### src/sv/systematic_weight_comb_top_assert.svh
// Assertion macros for the systematic weight comb block
`ifndef SYSTEMATIC_WEIGHT_COMB_TOP_ASSERT_SVH
`define SYSTEMATIC_WEIGHT_COMB_TOP_ASSERT_SVH

`ifndef SYNTHESIS
`define SWC_ASSERT(lbl, clk, rst_n, prop, msg) \
  lbl: assert property (@(posedge clk) disable iff (!rst_n) prop) else $error(msg);
`define SWC_NEVER(lbl, clk, rst_n, cond, msg) \
  lbl: assert property (@(posedge clk) disable iff (!rst_n) !(cond)) else $error(msg);
`else
`define SWC_ASSERT(lbl, clk, rst_n, prop, msg)
`define SWC_NEVER(lbl, clk, rst_n, cond, msg)
`endif

`endif

### src/sv/swc_pkg.sv
// Types, constants and codes shared by the systematic weight comb modules
package swc_pkg;

  localparam int unsigned MaxEntriesDef = 1024;
  localparam int unsigned MaxTeethDef   = 64;

  localparam int unsigned WeightW = 32;
  localparam int unsigned FracW   = 16;
  localparam int unsigned StepW   = 42;
  localparam int unsigned ThrW    = StepW + 1;
  localparam int unsigned ProdW   = StepW + FracW;
  localparam int unsigned TeethW  = 7;
  localparam int unsigned IdxOutW = 10;
  localparam int unsigned StatusW = 2;

  localparam logic [TeethW-1:0] TeethReset = TeethW'(64);
  localparam logic [StepW-1:0]  TotalMax   = {StepW{1'b1}};

  localparam logic [StatusW-1:0] StOk    = 2'd0;
  localparam logic [StatusW-1:0] StEmpty = 2'd1;
  localparam logic [StatusW-1:0] StOvf   = 2'd2;

  typedef enum logic [3:0] {
    S_LOAD,
    S_CHECK,
    S_DIV_START,
    S_DIV_WAIT,
    S_MUL,
    S_INIT,
    S_RD,
    S_ADD,
    S_CMP,
    S_FILL,
    S_EMPTY
  } state_e;

  typedef enum logic [1:0] {
    EMIT_WALK,
    EMIT_REPEAT,
    EMIT_EMPTY
  } emit_e;

  typedef struct packed {
    logic  accept;
    logic  clr_set;
    logic  div_start;
    logic  mul;
    logic  walk_init;
    logic  rd;
    logic  add;
    logic  emit;
    emit_e kind;
  } cmd_t;

  typedef struct packed {
    logic last_fire;
    logic teeth_zero;
    logic total_zero;
    logic div_busy;
    logic rd_more;
    logic tooth_lt;
    logic tooth_zero;
    logic hit;
    logic out_free;
  } sts_t;

endpackage

### src/sv/swc_ctrl.sv
// Controller: sequences load, division, offset, comb walk and result emission
module swc_ctrl (
  input  logic           clk_i,
  input  logic           rst_ni,
  input  swc_pkg::sts_t  sts_i,
  output swc_pkg::cmd_t  cmd_o
);

  swc_pkg::state_e state_q, state_d;

  always_ff @(posedge clk_i or negedge rst_ni) begin
    if (!rst_ni) begin
      state_q <= swc_pkg::S_LOAD;
    end else begin
      state_q <= state_d;
    end
  end

  always_comb begin
    state_d = state_q;
    unique case (state_q)
      swc_pkg::S_LOAD: begin
        if (sts_i.last_fire) state_d = swc_pkg::S_CHECK;
      end
      swc_pkg::S_CHECK: begin
        if (sts_i.teeth_zero || sts_i.total_zero) state_d = swc_pkg::S_EMPTY;
        else state_d = swc_pkg::S_DIV_START;
      end
      swc_pkg::S_DIV_START: state_d = swc_pkg::S_DIV_WAIT;
      swc_pkg::S_DIV_WAIT: begin
        if (!sts_i.div_busy) state_d = swc_pkg::S_MUL;
      end
      swc_pkg::S_MUL:  state_d = swc_pkg::S_INIT;
      swc_pkg::S_INIT: state_d = swc_pkg::S_RD;
      swc_pkg::S_RD: begin
        priority if (!sts_i.tooth_lt) state_d = swc_pkg::S_FILL;
        else if (sts_i.rd_more)       state_d = swc_pkg::S_ADD;
        else if (sts_i.tooth_zero)    state_d = swc_pkg::S_EMPTY;
        else                          state_d = swc_pkg::S_FILL;
      end
      swc_pkg::S_ADD: state_d = swc_pkg::S_CMP;
      swc_pkg::S_CMP: begin
        priority if (!sts_i.tooth_lt) state_d = swc_pkg::S_FILL;
        else if (!sts_i.hit)          state_d = swc_pkg::S_RD;
        else                          state_d = swc_pkg::S_CMP;
      end
      swc_pkg::S_FILL: begin
        if (!sts_i.tooth_lt) state_d = swc_pkg::S_LOAD;
      end
      swc_pkg::S_EMPTY: begin
        if (sts_i.out_free) state_d = swc_pkg::S_LOAD;
      end
      default: state_d = swc_pkg::S_LOAD;
    endcase
  end

  always_comb begin
    cmd_o      = '0;
    cmd_o.kind = swc_pkg::EMIT_WALK;
    unique case (state_q)
      swc_pkg::S_LOAD:      cmd_o.accept    = 1'b1;
      swc_pkg::S_CHECK:     cmd_o.accept    = 1'b0;
      swc_pkg::S_DIV_START: cmd_o.div_start = 1'b1;
      swc_pkg::S_DIV_WAIT:  cmd_o.accept    = 1'b0;
      swc_pkg::S_MUL:       cmd_o.mul       = 1'b1;
      swc_pkg::S_INIT:      cmd_o.walk_init = 1'b1;
      swc_pkg::S_RD: begin
        cmd_o.rd = sts_i.tooth_lt && sts_i.rd_more;
      end
      swc_pkg::S_ADD:       cmd_o.add       = 1'b1;
      swc_pkg::S_CMP: begin
        cmd_o.emit = sts_i.tooth_lt && sts_i.hit && sts_i.out_free;
        cmd_o.kind = swc_pkg::EMIT_WALK;
      end
      swc_pkg::S_FILL: begin
        cmd_o.clr_set = !sts_i.tooth_lt;
        cmd_o.emit    = sts_i.tooth_lt && sts_i.out_free;
        cmd_o.kind    = swc_pkg::EMIT_REPEAT;
      end
      swc_pkg::S_EMPTY: begin
        cmd_o.emit    = sts_i.out_free;
        cmd_o.clr_set = sts_i.out_free;
        cmd_o.kind    = swc_pkg::EMIT_EMPTY;
      end
      default: cmd_o.accept = 1'b0;
    endcase
  end

endmodule
### config.mk
export PLATFORM = sky130hd
export DESIGN_NAME = swc_ctrl
export DESIGN_NICKNAME = d
export VERILOG_FILES = /design/src/sv/systematic_weight_comb_top_assert.svh /design/src/sv/swc_pkg.sv /design/src/sv/swc_ctrl.sv
export SDC_FILE = /design/constraint.sdc
export NUM_CORES = 1
export LEC_CHECK = 0
export BUFFER_PORTS_ARGS = -buffer_cell sky130_fd_sc_hd__buf_2
export CORE_AREA = 2 2 39 41
export DETAILED_ROUTE_END_ITERATION = 10
export DIE_AREA = 0 0 41 43
export HOLD_SLACK_MARGIN = 0.1
export SKIP_LAST_GASP = 1
export SLEW_MARGIN = 20
export SYNTH_ARGS = -nofsm -noshare
export SYNTH_HDL_FRONTEND = slang
export SYNTH_SLANG_ARGS = --single-unit
### constraint.sdc
create_clock -name clk_i -period 1.5 [get_ports clk_i]
set_input_delay 0.075 -clock clk_i [delete_from_list [all_inputs] [get_ports clk_i]]
set_output_delay 0.075 -clock clk_i [all_outputs]
set_load 0.02 [all_outputs]
======== Yosys cells after proc, flatten, opt, wreduce, memory -nomap -nowiden ========
Index checks and enable logic that the tools add are counted.
word-level totals
  register bits ........................... 4
  bits of input ports ..................... 11
  output and inout port bits .............. 10
  word-level logic and storage cells ...... 42
operators by class
  equal/unequal tests ..................... 14
  muxes and demuxes ....................... 19
  reductions and logical operators ........ 8
operator list
  cell                                                                    count
  4-bit one-hot mux with 11 select lines                                  1
  4-bit 2-to-1 mux                                                        9
  4-bit by 3-bit equality test with 1-bit output (second input constant)  4
  4-bit equality test (second input constant)                             3
  3-bit one-hot mux with 3 select lines                                   1
  4-bit by 2-bit equality test with 1-bit output (second input constant)  2
  2-bit != test (second input constant)                                   4
  1-bit 2-to-1 mux                                                        6
  4-bit by 1-bit equality test with 1-bit output (second input constant)  1
  1-bit logical AND                                                       4
  4-bit zero test                                                         1
  4-bit AND reduction                                                     1
  2-bit 2-to-1 mux                                                        1
  1-bit one-hot mux with 2 select lines                                   1
  1-bit zero test                                                         1
  1-bit logical OR                                                        1

======== Depth between registers and ports, before layout ========
Gate-level depths: netlist of the first run.
  depth after elaboration ................. 4
  depth in mapped cells ................... 6
  gate-level depth less buffers ........... 4

======== Worst setup path after synthesis of the first run ========
OpenSTA, ideal clock, no wires.
  kind .................................... register -> output
  from .................................... register state_q[1]
  to ...................................... output port cmd_o[9] (netlist name)
  arrival time ............................ 1.337 ns
  required time ........................... 1.425 ns
  slack ................................... 0.088 ns
  stages on the path, launching flop included .. 4
  buffers on the path ..................... 2
  cells stage by stage .................... dfrtp_1 -> buf_6 -> buf_2 -> nor4_1
RTL lines
  item                    RTL line        text
  from (decl)             swc_ctrl.sv:9   swc_pkg::state_e state_q, state_d;
  from (signal assigned)  swc_ctrl.sv:13  state_q <= swc_pkg::S_LOAD;
  from (signal assigned)  swc_ctrl.sv:15  state_q <= state_d;
  to (decl)               swc_ctrl.sv:6   output swc_pkg::cmd_t cmd_o

======== Worst setup path after layout of the first run ========
  from .................................... register state_q[0]
  to ...................................... register state_q[1]
on the way
  word-level cells in the longest chain between the ends .. 3
  elaborated cells between the ends (all ways) .. 17
  those cells by class .................... eq/ne (14); mux (1); reduce/logical (2)
ends and longest elaborated chain
  item                                                                    RTL line        text
  4-bit by 2-bit equality test with 1-bit output (tied with other cells)  swc_ctrl.sv:21  unique case (state_q)
  2-bit != test (no source line)                                          -
  4-bit AND reduction (no source line)                                    -
Parallel ways exist; a longest one is shown, timed or not.
A chain may end at the register's enable or synchronous reset.

==> results.toml, run 1 <==
[cells_and_area]
finalInstanceArea_um2 = 701
fin_nets = 110
regMostFlops = "state_q"
drive_gt1_frac = 0.443
diodes = 0
top_regs = "state_q (4)"
area_growth_pct = 41.1
largest_reg_flops = 4

[power_and_ir_drop]
ir_drop_mv = 1.10
power.density_nw_per_um2 = 1970
power.leakage_nw = 0.344

[die]
start_util = 0.359
dieArea_um2 = 1760
die_y_um = 43
die_x_um = 41
std_cell_rows = 14
io_pins = 21
coreArea_um2 = 1380

[placement]
place.gp.congestion = 0.886
postPlaceCellArea_um2 = 621
hpwl_um = 1060
port_buffers = 20

[global_route]
grt_start_max_net_pins = 12
grt_antenna_before_repair = 0
overflow = 0
grt_pass1_wl_um = 2100
grtUsageTotal = 0.171
grt_pass1_vias = 511

[sta]
final-hold-violation-count = 0
relSlewSlack = 0.778
tightest_slew_ns = 0.332
drv_slew = 0
setup_violations = 0
clock_skew_ns = 0.00174
min_period_ns = 1.46
final.setup.tns_ns = 0
post-route-period-util = 0.974
fmax_mhz = 684

[synthesis]
synth.distinct_cells = 27
synth_edf_count = 0
synth_most_common_cell = "nor2_1"
synthFlopType = "dfrtp_1"
synth_fp_nets = 80
synth_top_area_share = 0.202
synth-seq-area-share = 0.202
syn_avg_cell_area_um2 = 7.20
netlist_area_um2 = 497
ys_async_sr_fraction = 1.00
synthTopCellsByCount = "10 x nor2_1, 6 x buf_2, 5 x nand2_1"
synth_top_area_cell = "dfrtp_1"
yosys_warnings = 0
ys_top_cells_by_area = "dfrtp_1 20%, nor2_1 7.6%, buf_2 6.0%"
postSynthCellCount = 69
ys_seq_elements = 4

[setup_path]
ff2ff_path_depth = 5
crit_path_max_fanout = 6
critPathCaptureType = "flip-flop"
crit_type = "flip-flop to flip-flop"
cp.required_ns = 1.67
crit_arrival_ns = 1.63
rrSetupSlack_ns = 0.04
worstSetupStartpointType = "flip-flop"

[route]
drc = 0
drt-initial-drc-count = 14
wl_per_cell_um = 12.3
ant_nets = 0
via_per_inst = 5.37
first_pass_iters = 4
drt-total-wl_um = 1390
vias = 607

[cts]
cts_tree = "built"
clockBufferDepth = 2
clock-sinks = 4
numCtsBuffers = 3
clock_latency_ns = 0.23
cts_root_buffer = "clkbuf_4"
h-tree-depth = 1
clk_pin_slew_worst_paths_ns = 0.04

[status]
status = "finished clean"

[job]
maxCapViolCount = 0

[min_path]
min_path_type = "input pin to asynchronous set/reset pin"
## cell type report
| class | instances | area, um^2 |
|---|---|---|
| Fill cell | 145 | 683 |
| Multi-Input combinational cell | 55 | 349 |
| Timing Repair Buffer | 32 | 193 |
| Sequential cell | 4 | 105 |
| Clock buffer | 3 | 22.5 |
| Tap cell | 16 | 20.0 |
| Inverter | 3 | 11.3 |
## stage by stage
| stage | util | hold slack (ns) | total power, mW | instances | setup slack [ns] |
|---|---|---|---|---|---|
| finish | 0.506 | 0.179 | 1.38 | 113 | 0.0389 |
| global route | 0.506 | 0.193 | 1.49 | 113 | -0.0146 |
| CTS | 0.475 | 0.172 | 1.28 | 108 | 0.0121 |
| detailed placement | 0.448 | -0.118 | 1.13 | 104 | 0.0578 |
| global placement | 0.448 | -0.120 | 1.12 | 104 | 0.0953 |
| floorplan | - | -0.221 | 0.903 | 69 | 0.0885 |
## what timing repair did
action                     4_1_cts  5_1_grt
setup endpoints to repair        3        3
hold endpoints to repair         4        0
gates cloned                     0        0
buffers inserted                 0        5
pin swaps                        0        0
hold buffers                     1        0
resized for setup                3        4
## placed cells by master (no fill, tap or decap), drive strengths merged
master       instances
clkbuf               4
a21oi                4
dlygate4sd3          1
a31oi                2
inv                  3
nand2b               5
buf                 30
dfrtp                4
a21o                 1
a211o                1
nand3                3
nand2                5
and4b                1
nor2                10
o221ai               1
a32oi                1
mux2i                2
o31a                 1
o221a                1
nor3                 4
a211oi               2
o32ai                2
nor2b                3
o21ai                4
nor4                 1
o21a                 1
## metal layers
metal | wire [um] | GRT usage | part of all wire
met1 | 613 | 0.233 | 0.44
met2 | 678 | 0.250 | 0.49
met3 | 78 | 0.0157 | 0.056
met4 | 17 | 0.100 | 0.012
met5 | 0 | 0 | 0
## cell families (layout without fill, tap and decap cells)
logic type             after synthesis  after routing  share of synthesized area
buffers and inverters               10             38                      0.106
AOI/OAI and AO/OA                   21             21                      0.305
DFF                                  4              4                      0.202
and+or+nand+nor                     32             32                      0.348
muxes                                2              2                     0.0403
## worst max-delay path: stages, from the launching register on
cell and delay [ns]:
dfrtp_2 0.43, buf_4 0.16, nand2b_4 0.15, o221a_1 0.24
a211oi_2 0.26, a21o_1 0.15
## power by group
| group | switching (mW) | total (mW) | internal (mW) |
|---|---|---|---|
| logic | 0.508 | 0.994 | 0.486 |
| registers | 0.0902 | 0.257 | 0.167 |
| clock network | 0.0402 | 0.129 | 0.0892 |
| total | 0.638 | 1.38 | 0.742 |
## path summary, 6_finish.rpt
check	startpoint	to
max in group asynchronous	rst_ni	state_q[2]
setup reg to reg	state_q[0]	state_q[1]
min in group clk_i	sts_i[3]	state_q[0]
setup / recovery	state_q[0]	state_q[1]
hold / removal	rst_ni	state_q[3]
hold reg to reg	state_q[2]	state_q[2]
(Power assumes the default switching activity.)
==> run 2, diff against run 1 <==
CAP_MARGIN = 20   (was unset)
clock period = 1.4 ns   (was 1.5 ns; I/O delays follow)
==> run 2 against run 1 <==
  * The run now ends with setup timing left
  * Via count increased by 14%
  * Critical endpoint is now cmd_o[8]
  * Cell count increased by 8.0%
  * Worst hold slack got worse by 0.019 ns
  * Largest power group unchanged
==> results.toml, run 2 (synthesis gave the netlist of run 1 again) <==
[status]
status = "complete, but fails checks"
violations = "setup timing"

[setup_path]
cp_top_family = "flip-flops"
endpoint = "cmd_o[8]"
cp.depth = 6
critPathMaxStageDelay_ns = 0.44
crit_arrival_ns = 1.34
path_buf_inv = 2
cp.required_ns = 1.33
crit_chain = "nand2b_4, buf_6, nor2_4, a21oi_2, nor2_1, buf_4"
reg2reg_to = "state_q[2]"
ff2ff_path_depth = 5
critPathLaunch = "state_q[1]"
r2r-start = "state_q[1]"
rrSetupSlack_ns = 0.01
crit_path_max_fanout = 6
critPathSlowestCell = "dfrtp_2"
worstSetupStartpointType = "flip-flop"
critPathCaptureType = "output pin"
crit_type = "flip-flop to output pin"

[sta]
fmax_mhz = 708
tightest_slew_ns = 0.300
drv_slew = 0
fin_hold_ws_ns = 0.160
final-hold-violation-count = 0
final.setup.tns_ns = -0.0123
setup_ws_ns = -0.0123
setup_violations = 1
relSlewSlack = 0.799
post-route-period-util = 1.01
min_period_ns = 1.41
rsz0062_at_grt = "true"
clock_skew_ns = 0.000634

[die]
die_x_um = 41
coreArea_um2 = 1380
std_cell_rows = 14
die_y_um = 43
io_pins = 21
dieArea_um2 = 1760
start_util = 0.359

[cts]
cts_root_buffer = "clkbuf_4"
clk_pin_slew_worst_paths_ns = 0.04
cts_tree = "built"
clockBufferDepth = 2
clock_latency_ns = 0.23
clock-sinks = 4
numCtsBuffers = 3
h-tree-depth = 1

[route]
vias = 690
drt-total-wl_um = 1770
drc = 0
via_per_inst = 5.66
drt-initial-drc-count = 19
wl_per_cell_um = 14.5
first_pass_iters = 4
ant_nets = 0

[cells_and_area]
layout.cells.non_filler = 122
regMostFlops = "state_q"
largest_reg_flops = 4
register_area_um2 = 105
top_regs = "state_q (4)"
drive_gt1_frac = 0.642
area_growth_pct = 85.1
diodes = 0
fillers = 116
utilization = 0.665
fin_nets = 119
mostFrequentLayoutCells = "21 x buf_4, 13 x buf_2, 7 x nor2_1"
final_common_cell = "buf_4"
multiInputGateArea_um2 = 452
finalInstanceArea_um2 = 920

[placement]
postPlaceCellArea_um2 = 657
place.gp.congestion = 0.885
dpl_worst_slack_ns = 0.0227
port_buffers = 20
hpwl_um = 1060
numPlacedInstances = 108

[min_path]
min_path_type = "input pin to asynchronous set/reset pin"

[global_route]
grt_antenna_before_repair = 0
grt_pass1_vias = 567
grt_start_max_net_pins = 12
overflow = 0
grtUsageTotal = 0.206
grt_pass1_wl_um = 2530

[power_and_ir_drop]
power.density_nw_per_um2 = 2190
finalPower_mw = 2.02
ir_drop_mv = 1.44
power.leakage_nw = 0.423

[job]
maxCapViolCount = 0
run 2: power by group:
part | internal (mW) | switching (mW)
clock network | 0.0960 | 0.0488
registers | 0.179 | 0.112
logic | 0.848 | 0.732
run 2: what timing repair did:
action | 4_1_cts | 5_1_grt
hold buffers | 1 | 0
gates resized for setup | 8 | 31
setup buffers | 6 | 4
pin swaps | 0 | 7
setup endpoints to repair | 10 | 11
hold endpoints to repair | 4 | 0
run 2: layer usage:
metal / up-vias / track usage / wire, um
met5: - / 0 / 0
met3: 6 / 0.0366 / 97
li1: 323 / - / -
met1: 335 / 0.294 / 710
met2: 26 / 0.297 / 901
met4: 0 / 0.0800 / 56
run 2: worst min-delay path by stage:
| stage | endpoint | cells past startpoint |
|---|---|---|
| floorplan | state_q[0] | 0 |
| detailed placement | state_q[0] | 1 |
| CTS | state_q[2] | 2 |
| global placement | state_q[3] | 1 |
| global route | state_q[2] | 2 |
| finish | state_q[2] | 2 |
run 2: layout make-up:
class / instances / area share
clock buffers: 3 / 0.0245
inverters: 3 / 0.0122
multi-input cells: 55 / 0.491
flip-flops and latches: 4 / 0.114
well taps: 16 / 0.0218
repair buffers: 41 / 0.336
==> run 3, diff against run 2 <==
ABC_AREA = 1   (was unset)
ABC_CLOCK_PERIOD_IN_PS = 1400   (was unset)
==> run 3 against run 2 <==
  * The flow now finishes without violations
  * First-iteration DRC count fell by 37%
  * Sequential power fell by 7.9%
  * Worst hold slack improved by 0.0052 ns
==> results.toml, run 3 <==
[die]
coreArea_um2 = 1380
dieArea_um2 = 1760
die_y_um = 43
io_pins = 21
start_util = 0.311
die_x_um = 41
std_cell_rows = 14

[job]
maxCapViolCount = 0

[synthesis]
synthSimpleGateAreaFrac = 0.552
syn_avg_cell_area_um2 = 5.25
ys_seq_elements = 4
netlist_area_um2 = 430
synth_top_family_by_area = "simple AND/OR/NAND/NOR gates"
yosys_warnings = 0
muxShareOfSynthArea = 0
synth_top_area_share = 0.233
postSynthCellCount = 82
synth_compound_area_frac = 0.110
synthXorXnorAreaFrac = 0
ys_top_cells_by_area = "dfrtp_1 23%, nand2_1 21%, nor2_1 18%"
synthAdderAreaFrac = 0
synth_fp_nets = 93
synth.distinct_cells = 14
synth_most_common_cell = "nand2_1"
synthFlopType = "dfrtp_1"
synth_top_area_cell = "dfrtp_1"
synthTopCellsByCount = "24 x nand2_1, 21 x nor2_1, 11 x inv_1"
synth-seq-area-share = 0.233
ys_async_sr_fraction = 1.00
synth_edf_count = 0

[power_and_ir_drop]
ir_drop_mv = 0.953
power.leakage_nw = 0.395
power.density_nw_per_um2 = 1840

[status]
status = "finished clean"

[sta]
setup_violations = 0
tightest_slew_ns = 0.269
min_period_ns = 1.39
drv_slew = 0
final-hold-violation-count = 0
relSlewSlack = 0.820
fin_hold_ws_ns = 0.165
fmax_mhz = 720
rsz0062_at_grt = "true"
clock_skew_ns = 0.000589
post-route-period-util = 0.992

[placement]
hpwl_um = 982
port_buffers = 20
place.gp.congestion = 0.828

[route]
ant_nets = 0
drt-initial-drc-count = 12
vias = 613
drt-total-wl_um = 1330
via_per_inst = 4.72
wl_per_cell_um = 10.2
drc = 0
first_pass_iters = 4

[cts]
clockBufferDepth = 2
clock_latency_ns = 0.23
clk_pin_slew_worst_paths_ns = 0.04
h-tree-depth = 1
numCtsBuffers = 3
clock-sinks = 4
cts_root_buffer = "clkbuf_4"
cts_tree = "built"

[cells_and_area]
drive_gt1_frac = 0.447
utilization = 0.513
final_common_cell = "nand2_1"
regMostFlops = "state_q"
mostFrequentLayoutCells = "19 x nand2_1, 18 x nor2_1, 18 x buf_2"
area_growth_pct = 64.8
fin_nets = 127
top_regs = "state_q (4)"
diodes = 0
largest_reg_flops = 4

[setup_path]
crit_type = "flip-flop to output pin"
crit_path_max_fanout = 5
path_common_cell = "inv_2"
crit_chain = "inv_2, nor2_4, nand2_2, inv_2, a21oi_2, o21ai_1, buf_4"
worstSetupStartpointType = "flip-flop"
critPathMaxStageDelay_ns = 0.41
crit_arrival_ns = 1.32
critPathSlowestCell = "dfrtp_2"
cp.required_ns = 1.33
critPathCaptureType = "output pin"

[global_route]
grt_start_max_net_pins = 8
grt_pass1_wl_um = 2100
grtUsageTotal = 0.172
overflow = 0
grt_pass1_vias = 516
grt_antenna_before_repair = 0

[min_path]
min_path_type = "input pin to asynchronous set/reset pin"
## run 3: kinds of logic after synthesis
family	after synthesis
simple gates	57
buf+inv	12
compound gates	9
flops	4
## run 3: routing by layer
metal  GRT usage  wire length (um)  vias to the layer above
met3      0.0314                47                        2
li1            -                 -                      319
met5           0                 0                        -
met4      0.0600                10                        0
met1       0.246               607                      278
met2       0.250               667                       14
## run 3: report_power, final
| part | switching [mW] | leakage, nW | internal (mW) |
|---|---|---|---|
| combinational | 0.550 | 0.335 | 0.342 |
| sequential | 0.0896 | 0.0456 | 0.178 |
| clock | 0.0466 | 0.0138 | 0.0959 |
| total | 0.686 | 0.395 | 0.616 |
## run 3: critical path, delay by kind of cell (launching register included)
family | cells | cell delay, ns
AOI/OAI and AO/OA | 2 | 0.15
buffers and inverters | 3 | 0.29
DFF | 1 | 0.41
and+or+nand+nor | 2 | 0.23
## run 3: worst paths after layout
check / from / to / slack, ns / cells after the start
setup / recovery: state_q[3] / cmd_o[2] / 0.01 / 7
hold / removal: rst_ni / state_q[3] / 0.16 / 2
setup reg to reg: state_q[3] / state_q[1] / 0.14 / 7
hold reg to reg: state_q[0] / state_q[0] / 0.60 / 2
max in group asynchronous: rst_ni / state_q[2] / 1.10 / 2
min in group clk_i: sts_i[2] / state_q[1] / 0.24 / 5
## run 3: cell type report
class	instances	area, um^2
Clock buffer	3	22.5
Timing Repair Buffer	29	180
Sequential cell	4	105
Fill cell	145	674
Inverter	12	47.5
Multi-Input combinational cell	66	334
Tap cell	16	20.0
## run 3: timing repair
action | in CTS | in global routing
setup buffers | 2 | 4
endpoints found under the hold margin | 5 | 0
endpoints found under the setup margin | 3 | 4
pin swaps | 2 | 5
hold buffers | 3 | 0
gates resized for setup | 10 | 16
## run 3: per-stage QoR
stage	instance area, um^2	setup TNS (ns)	std cells	power, mW	setup WS (ns)
2_1_floorplan	430	0	82	0.731	0.0515
3_5_place_dp	551	0	118	0.913	0.145
6_report	709	0	130	1.30	0.0109
4_1_cts	636	-0.00624	126	1.15	-0.00624
3_3_place_gp	551	0	118	0.926	0.183
5_1_grt	709	-0.144	130	1.44	-0.0991
